**src/hsl2rgb_pkg.sv**
```systemverilog
// ----------------------------------------------------------------------------
// HSL to RGB package
// Pixel types and fixed-point constants shared by the converter pipeline.
// ----------------------------------------------------------------------------
package hsl2rgb_pkg;

    localparam int unsigned HUE_IN_W  = 16;
    localparam int unsigned PCT_IN_W  = 8;
    localparam int unsigned LEVEL_W   = 8;
    localparam int unsigned PCT_W     = 7;   // clamped percent, 0..100
    localparam int unsigned HUE_W     = 9;   // reduced hue, 0..359
    localparam int unsigned TERM_W    = 14;  // hi/lo terms, 0..10000
    localparam int unsigned RAMP_W    = 20;  // ramp value, 0..600000
    localparam int unsigned SCALED_W  = 28;  // ramp * 255
    localparam int unsigned HUE_Q_W   = 8;   // hue / 360 quotient

    localparam int unsigned PCT_MAX     = 100;
    localparam int unsigned PCT_HALF    = 50;
    localparam int unsigned HUE_FULL    = 360;
    localparam int unsigned HUE_THIRD   = 120;
    localparam int unsigned HUE_TWO3    = 240;
    localparam int unsigned HUE_SIXTH   = 60;
    localparam int unsigned HUE_HALF    = 180;
    localparam int unsigned RAMP_FULL   = 600000;

    // floor(2^HUE_SHIFT / 360): quotient estimate is exact or one low
    localparam int unsigned HUE_SHIFT   = 24;
    localparam int unsigned HUE_RECIP   = 46603;

    // floor(2^LEVEL_SHIFT / 600000): quotient estimate is exact or one low
    localparam int unsigned LEVEL_SHIFT = 40;
    localparam int unsigned RECIP_W     = 21;
    localparam int unsigned LEVEL_RECIP = 1832519;

    typedef struct packed {
        logic [HUE_IN_W-1:0] hue_degrees;
        logic [PCT_IN_W-1:0] saturation_percent;
        logic [PCT_IN_W-1:0] lightness_percent;
    } hsl_pixel_t;

    typedef struct packed {
        logic [LEVEL_W-1:0] red_level;
        logic [LEVEL_W-1:0] green_level;
        logic [LEVEL_W-1:0] blue_level;
    } rgb_pixel_t;

endpackage

```
**src/hsl2rgb_prep.sv**
```systemverilog
// ----------------------------------------------------------------------------
// HSL to RGB front end
// Two stages: hue reduced modulo 360, saturation and lightness clamped,
// and the hi/lo HSL terms formed at full width.
// ----------------------------------------------------------------------------
module hsl2rgb_prep (
    input  logic                                  clk,
    input  logic                                  adv,
    input  hsl2rgb_pkg::hsl_pixel_t               pixel,
    output logic [hsl2rgb_pkg::HUE_W-1:0]         hue,
    output logic [hsl2rgb_pkg::TERM_W-1:0]        hi_term,
    output logic [hsl2rgb_pkg::TERM_W-1:0]        lo_term
);

    localparam int unsigned PW = hsl2rgb_pkg::PCT_W;
    localparam int unsigned TW = hsl2rgb_pkg::TERM_W;
    localparam int unsigned HW = hsl2rgb_pkg::HUE_IN_W;

    // stage 1
    logic [2*HW-1:0]                    hue_prod;
    logic [PW-1:0]                      sat_clamp;
    logic [PW-1:0]                      light_clamp;
    logic [HW-1:0]                      hue_reg;
    logic [hsl2rgb_pkg::HUE_Q_W-1:0]    hue_q_reg;
    logic [PW-1:0]                      sat_reg;
    logic [PW-1:0]                      light_reg;
    logic [TW-1:0]                      sl_reg;

    // stage 2
    logic [HW-1:0]                      hue_rem;
    logic [HW-1:0]                      hue_mod;
    logic [TW:0]                        l100;
    logic [TW:0]                        s100;
    logic [TW:0]                        hi_next;
    logic [TW:0]                        lo_next;
    logic [hsl2rgb_pkg::HUE_W-1:0]      hue_reg2;
    logic [TW-1:0]                      hi_reg;
    logic [TW-1:0]                      lo_reg;

    always_comb
    begin
        hue_prod    = (2*HW)'(pixel.hue_degrees) * (2*HW)'(hsl2rgb_pkg::HUE_RECIP);
        sat_clamp   = (pixel.saturation_percent > 8'(hsl2rgb_pkg::PCT_MAX))
                    ? PW'(hsl2rgb_pkg::PCT_MAX) : pixel.saturation_percent[PW-1:0];
        light_clamp = (pixel.lightness_percent > 8'(hsl2rgb_pkg::PCT_MAX))
                    ? PW'(hsl2rgb_pkg::PCT_MAX) : pixel.lightness_percent[PW-1:0];
    end

    always_ff @(posedge clk)
    begin
        if (adv)
        begin
            hue_reg   <= pixel.hue_degrees;
            hue_q_reg <= hue_prod[hsl2rgb_pkg::HUE_SHIFT +: hsl2rgb_pkg::HUE_Q_W];
            sat_reg   <= sat_clamp;
            light_reg <= light_clamp;
            sl_reg    <= TW'(TW'(sat_clamp) * TW'(light_clamp));
        end
    end

    always_comb
    begin
        hue_rem = hue_reg - HW'(HW'(hue_q_reg) * HW'(hsl2rgb_pkg::HUE_FULL));
        hue_mod = (hue_rem >= HW'(hsl2rgb_pkg::HUE_FULL))
                ? hue_rem - HW'(hsl2rgb_pkg::HUE_FULL) : hue_rem;
        l100    = (TW+1)'(light_reg) * (TW+1)'(hsl2rgb_pkg::PCT_MAX);
        s100    = (TW+1)'(sat_reg) * (TW+1)'(hsl2rgb_pkg::PCT_MAX);
        if (light_reg < PW'(hsl2rgb_pkg::PCT_HALF))
        begin
            hi_next = l100 + (TW+1)'(sl_reg);
            lo_next = l100 - (TW+1)'(sl_reg);
        end
        else
        begin
            hi_next = l100 + s100 - (TW+1)'(sl_reg);
            lo_next = l100 + (TW+1)'(sl_reg) - s100;
        end
    end

    always_ff @(posedge clk)
    begin
        if (adv)
        begin
            hue_reg2 <= hue_mod[hsl2rgb_pkg::HUE_W-1:0];
            hi_reg   <= hi_next[TW-1:0];
            lo_reg   <= lo_next[TW-1:0];
        end
    end

    assign hue     = hue_reg2;
    assign hi_term = hi_reg;
    assign lo_term = lo_reg;

endmodule

```
**src/hsl2rgb_chan.sv**
```systemverilog
// ----------------------------------------------------------------------------
// HSL to RGB channel
// Three stages: piecewise hue ramp, scale by 255 with reciprocal quotient
// estimate, then remainder correction to the 8-bit level.
// ----------------------------------------------------------------------------
module hsl2rgb_chan (
    input  logic                                  clk,
    input  logic                                  adv,
    input  logic [hsl2rgb_pkg::HUE_W-1:0]         hue,
    input  logic [hsl2rgb_pkg::TERM_W-1:0]        hi_term,
    input  logic [hsl2rgb_pkg::TERM_W-1:0]        lo_term,
    output logic [hsl2rgb_pkg::LEVEL_W-1:0]       level
);

    localparam int unsigned TW  = hsl2rgb_pkg::TERM_W;
    localparam int unsigned RW  = hsl2rgb_pkg::RAMP_W;
    localparam int unsigned XW  = hsl2rgb_pkg::SCALED_W;
    localparam int unsigned LW  = hsl2rgb_pkg::LEVEL_W;
    localparam int unsigned HW  = hsl2rgb_pkg::HUE_W;
    localparam int unsigned TTW = 6;
    localparam int unsigned MW  = XW + hsl2rgb_pkg::RECIP_W;

    logic [TW-1:0]   span;
    logic [TTW-1:0]  ramp_t;
    logic [RW-1:0]   ramp_base;
    logic [RW-1:0]   ramp_next;
    logic [RW-1:0]   ramp_reg;

    logic [XW-1:0]   scaled;
    logic [MW-1:0]   recip_prod;
    logic [XW-1:0]   scaled_reg;
    logic [LW-1:0]   q_est_reg;

    logic [XW-1:0]   rem;
    logic [LW-1:0]   level_next;
    logic [LW-1:0]   level_reg;

    always_comb
    begin
        span = hi_term - lo_term;
        if (hue < HW'(hsl2rgb_pkg::HUE_SIXTH))
        begin
            ramp_t    = hue[TTW-1:0];
            ramp_base = RW'(lo_term) * RW'(hsl2rgb_pkg::HUE_SIXTH);
        end
        else if (hue < HW'(hsl2rgb_pkg::HUE_HALF))
        begin
            ramp_t    = '0;
            ramp_base = RW'(hi_term) * RW'(hsl2rgb_pkg::HUE_SIXTH);
        end
        else if (hue < HW'(hsl2rgb_pkg::HUE_TWO3))
        begin
            ramp_t    = TTW'(HW'(hsl2rgb_pkg::HUE_TWO3) - hue);
            ramp_base = RW'(lo_term) * RW'(hsl2rgb_pkg::HUE_SIXTH);
        end
        else
        begin
            ramp_t    = '0;
            ramp_base = RW'(lo_term) * RW'(hsl2rgb_pkg::HUE_SIXTH);
        end
        ramp_next = ramp_base + RW'(RW'(span) * RW'(ramp_t));
    end

    always_ff @(posedge clk)
    begin
        if (adv)
        begin
            ramp_reg <= ramp_next;
        end
    end

    always_comb
    begin
        scaled     = {ramp_reg, 8'd0} - XW'(ramp_reg);
        recip_prod = MW'(scaled) * MW'(hsl2rgb_pkg::LEVEL_RECIP);
    end

    always_ff @(posedge clk)
    begin
        if (adv)
        begin
            scaled_reg <= scaled;
            q_est_reg  <= recip_prod[hsl2rgb_pkg::LEVEL_SHIFT +: LW];
        end
    end

    always_comb
    begin
        rem        = scaled_reg - XW'(XW'(q_est_reg) * XW'(hsl2rgb_pkg::RAMP_FULL));
        level_next = (rem >= XW'(hsl2rgb_pkg::RAMP_FULL)) ? q_est_reg + LW'(1) : q_est_reg;
    end

    always_ff @(posedge clk)
    begin
        if (adv)
        begin
            level_reg <= level_next;
        end
    end

    assign level = level_reg;

endmodule

```
**src/hsl_to_rgb_converter.sv**
```systemverilog
// ----------------------------------------------------------------------------
// HSL to RGB converter
// Input transfers pass through the two prep stages and three channel stages to rgb_data.
// Throughput: one transfer per cycle; a stall on a valid rgb result freezes all five stages.
// Reset clears the stage valid bits only; the datapath is not reset.
// ----------------------------------------------------------------------------
module hsl_to_rgb_converter (
    input  logic                      clk,
    input  logic                      rst_n,
    input  logic                      hsl_valid,
    output logic                      hsl_stall,
    input  hsl2rgb_pkg::hsl_pixel_t   hsl_data,
    output logic                      rgb_valid,
    input  logic                      rgb_stall,
    output hsl2rgb_pkg::rgb_pixel_t   rgb_data
);

    localparam int unsigned STAGES = 5;
    localparam int unsigned HW     = hsl2rgb_pkg::HUE_W;

    logic                                 adv;
    logic [STAGES-1:0]                    stage_valid_reg;
    logic [STAGES-1:0]                    stage_valid_next;
    logic [HW-1:0]                        hue;
    logic [HW-1:0]                        hue_red;
    logic [HW-1:0]                        hue_blue;
    logic [hsl2rgb_pkg::TERM_W-1:0]       hi_term;
    logic [hsl2rgb_pkg::TERM_W-1:0]       lo_term;

    assign adv       = !(stage_valid_reg[STAGES-1] && rgb_stall);
    assign hsl_stall = !adv;
    assign rgb_valid = stage_valid_reg[STAGES-1];

    always_comb
    begin
        stage_valid_next = stage_valid_reg;
        if (adv)
        begin
            stage_valid_next = {stage_valid_reg[STAGES-2:0], hsl_valid};
        end
    end

    always_ff @(posedge clk or negedge rst_n)
    begin
        if (!rst_n)
        begin
            stage_valid_reg <= '0;
        end
        else
        begin
            stage_valid_reg <= stage_valid_next;
        end
    end

    hsl2rgb_prep u_prep (
        .clk     (clk),
        .adv     (adv),
        .pixel   (hsl_data),
        .hue     (hue),
        .hi_term (hi_term),
        .lo_term (lo_term)
    );

    always_comb
    begin
        hue_red  = (hue < HW'(hsl2rgb_pkg::HUE_TWO3))
                 ? hue + HW'(hsl2rgb_pkg::HUE_THIRD) : hue - HW'(hsl2rgb_pkg::HUE_TWO3);
        hue_blue = (hue >= HW'(hsl2rgb_pkg::HUE_THIRD))
                 ? hue - HW'(hsl2rgb_pkg::HUE_THIRD) : hue + HW'(hsl2rgb_pkg::HUE_TWO3);
    end

    hsl2rgb_chan u_red (
        .clk     (clk),
        .adv     (adv),
        .hue     (hue_red),
        .hi_term (hi_term),
        .lo_term (lo_term),
        .level   (rgb_data.red_level)
    );

    hsl2rgb_chan u_green (
        .clk     (clk),
        .adv     (adv),
        .hue     (hue),
        .hi_term (hi_term),
        .lo_term (lo_term),
        .level   (rgb_data.green_level)
    );

    hsl2rgb_chan u_blue (
        .clk     (clk),
        .adv     (adv),
        .hue     (hue_blue),
        .hi_term (hi_term),
        .lo_term (lo_term),
        .level   (rgb_data.blue_level)
    );

endmodule

```
**config.mk**
```make
export PLATFORM = sky130hd
export DESIGN_NAME = hsl_to_rgb_converter
export DESIGN_NICKNAME = d
export VERILOG_FILES = /design/src/hsl2rgb_pkg.sv /design/src/hsl2rgb_prep.sv /design/src/hsl2rgb_chan.sv /design/src/hsl_to_rgb_converter.sv
export SDC_FILE = /design/constraint.sdc
export NUM_CORES = 2
export LEC_CHECK = 0
export BUFFER_PORTS_ARGS = -buffer_cell sky130_fd_sc_hd__buf_4
export CORE_ASPECT_RATIO = 1.5
export CORE_MARGIN = 3
export CORE_UTILIZATION = 58
export CTS_CLUSTER_DIAMETER = 50
export DETAILED_ROUTE_END_ITERATION = 16
export PLACE_DENSITY = 0.74
export REMOVE_ABC_BUFFERS = 1
export SLEW_MARGIN = 20
export SYNTH_ARGS = -nofsm -noshare
export SYNTH_HDL_FRONTEND = slang
export SYNTH_SLANG_ARGS = --single-unit
```
**constraint.sdc**
```tcl
create_clock -name clk -period 17.7 [get_ports clk]
set_input_delay 0 -clock clk [delete_from_list [all_inputs] [get_ports clk]]
set_output_delay 0 -clock clk [all_outputs]
set_load 0.02 [all_outputs]
```
==> reports/qor.txt <==
status: finished clean
clock skew: 0.0310 ns
cts bufs inserted: 42
first-pass GRT wire length: 277000 µm
Mapped Avg Cell Area: 9.67 µm²
DR WL/cell: 19.0 µm
fmax: 100 MHz
fin. max-slew vios: 0
top-count cell post-synth: inv_1
setup_tns: 0 ns
antenna violations before repair: 0
DR iter-0 viols: 2631
clk buf depth: 3
CP most frequent cell: fa_1
CP endpoint kind: register
hold crit path type: in2reg
CTS tree: done
vias in the first global route: 54600
Total GRT Usage: 28.5%
Tcrit/Tclk final: 56.4%
Post-synth top cells: 1842 x inv_1, 1221 x ha_1, 1122 x fa_1, 339 x nor2_1, 330 x nand2_1
CP max stage delay: 0.62 ns
dominant cell type by area after synthesis: fa_1
Cells after Synth: 7156
Synth Flop Type: edfxtp_1
Reg clk slew, reported paths: 0.06 ns
Die Height: 429 µm
Final Hold Vio Count: 0
Fill cells: 9784
post-synthesis cell area: 0.0692 mm²
EDFF count, synth: 259
mux cell area share after synthesis: 1.10%
placed cells: 8778
DRC: 0
Crit Path Category: reg2reg
post-synthesis sequential area ratio: 11.4%
H-tree depth: 2
post-CTS setup buffer count: 0
reg-to-reg slack, setup: 7.71 ns
unrepaired setup endpoints after global routing: false
synth warn: 0
GRT Residual Overflow: 0
DP Wirelength: 149000 µm
area share of fa/ha/maj cells after synthesis: 54.5%
TritonRoute pass-1 iters: 5
Synth Area in Simple Gates: 7.83%
P&R area growth vs syn: 6.38%
fin cells: 8897
via/cell ratio: 5.54
Vias: 49300
Synth Area in XOR/XNOR: 5.44%
share of the synthesized area in the top cell type: 32.5%
Synth Area in Compound Gates: 9.33%
Yosys reg bits: 264
PortBufs: 61
crit start category: register
largest net degree at the start of global routing: 71
fin crit period: 9.99 ns
Final #Nets: 9685
final setup vio count: 0
Slowest cell on crit path: edfxtp_1
total wire length: 169000 µm
worst-path fanout max: 12
Worst Max-Slew Pin Slew: 1.16 ns
clock latency on the worst-skew pair: 0.61 ns
IO Count: 62
Max-cap violations: 0
Placer Congestion: 1.02
Antenna Nets Post-Route: 0
layout cell share with drive strength beyond 1: 3.45%
Worst slew margin: 21.8%
CP arrival: 10.35 ns
ys async rst share: 1.89%
largest cells by area after synthesis: fa_1 32%, ha_1 22%, edfxtp_1 11%
Netlist cell types: 88
n_diodes: 0
# rows: 154
die area: 0.124 mm²
clock root cell: clkbuf_16
Starting Density: 58.7%
Post-CTS Resized: 0
Clock Sinks: 264
die span in x: 288 µm
max reg flops: 25
Crit path required time: 18.06 ns
largest family of logic cells by synthesized area: adder cells
CORE AREA: 0.118 mm²
[metal layers]
layer / routed length [µm] / global-route usage [%]
met4: 11400 / 15.5
met1: 61000 / 31.0
met3: 6250 / 2.91
met2: 90500 / 53.7
met5: 0 / 0
[per-stage QoR]
stage / worst slack [ns] / instance area [µm²] / hold WS (ns) / utilization [%]
global route: 7.02 / 73600 / 0.0806 / 62.4
floorplan: 9.00 / 69100 / -0.296 / -
finish: 7.71 / 73600 / 0.0456 / 62.4
CTS: 7.76 / 73600 / 0.00196 / 62.4
global placement: 7.93 / 71700 / -0.197 / 60.8
detailed placement: 7.81 / 71800 / -0.196 / 60.8
[worst max-delay path: cells and delay by family (launching register included)]
| kind | cells | cell delay [ns] |
|---|---|---|
| xor+xnor | 2 | 0.53 |
| fa+ha+maj | 8 | 3.71 |
| compound gates | 16 | 3.55 |
| buf+inv | 4 | 0.40 |
| flops | 1 | 0.62 |
| simple gates | 3 | 0.96 |
[area by class of cell]
type,count,area (µm²),share of cell area (%)
Clock buffer,50,1100,1.50
Clock inverter,25,312,0.423
Inverter,1842,6910,9.39
Multi-Input combinational cell,5016,54300,73.7
Sequential cell,264,7900,10.7
Tap cell,1560,1950,2.65
Timing Repair Buffer,140,1160,1.58
[repair_timing]
action / CTS / global route
endpoints found under the hold margin: 58 / 0
hold buffers: 44 / 0
endpoints found under the setup margin: 0 / 0
[worst paths after layout]
| path | start | to | depth (start not counted) |
|---|---|---|---|
| setup / recovery | u_red.ramp_reg[1] | u_red.q_est_reg[7] | 33 |
| hold / removal | hsl_data[7] | u_prep.light_reg[3] | 4 |
| setup reg to reg | u_red.ramp_reg[1] | u_red.q_est_reg[7] | 33 |
| hold reg to reg | u_prep.hue_reg[2] | u_prep.hue[2] | 0 |
| max in group asynchronous | rst_n | stage_valid_reg[1] | 3 |
| min in group asynchronous | rst_n | stage_valid_reg[3] | 3 |
[cells in the final DEF (no fill, tap or decap), types with 18 or more instances in the layout]
cell and count:
conb_1 27, nand2_1 329, or2_2 31, xor2_1 119, o21ai_0 204, buf_4 96
o21a_1 56, nor3_1 106, nor2_1 339, a21o_1 133, inv_1 1842, mux2i_1 41
or3_1 28, fa_1 1122, a21boi_0 18, dlygate4sd3_1 44, clkbuf_16 43, nor2b_1 60
and3_1 24, a31oi_1 34, edfxtp_1 259, o21bai_1 62, a211oi_1 27, a21oi_1 280
nand3_1 82, xnor2_1 301, nand4_1 34, ha_1 1221, mux2_2 31, nand2b_1 46
[cells by family (layout without fill, tap and decap cells)]
family / count (synthesis) / after routing
buffers and inverters: 1901 / 2057
adder cells (fa/ha/maj): 2343 / 2343
multiplexers: 72 / 72
AND/OR/NAND/NOR: 1154 / 1154
XOR/XNOR: 425 / 425
flip-flops: 264 / 264
AO/OA/AOI/OAI: 995 / 995
other: 2 / 27
Power is not shown: default switching activity piles up to over one toggle a cycle in this logic, so the estimate is an artifact.
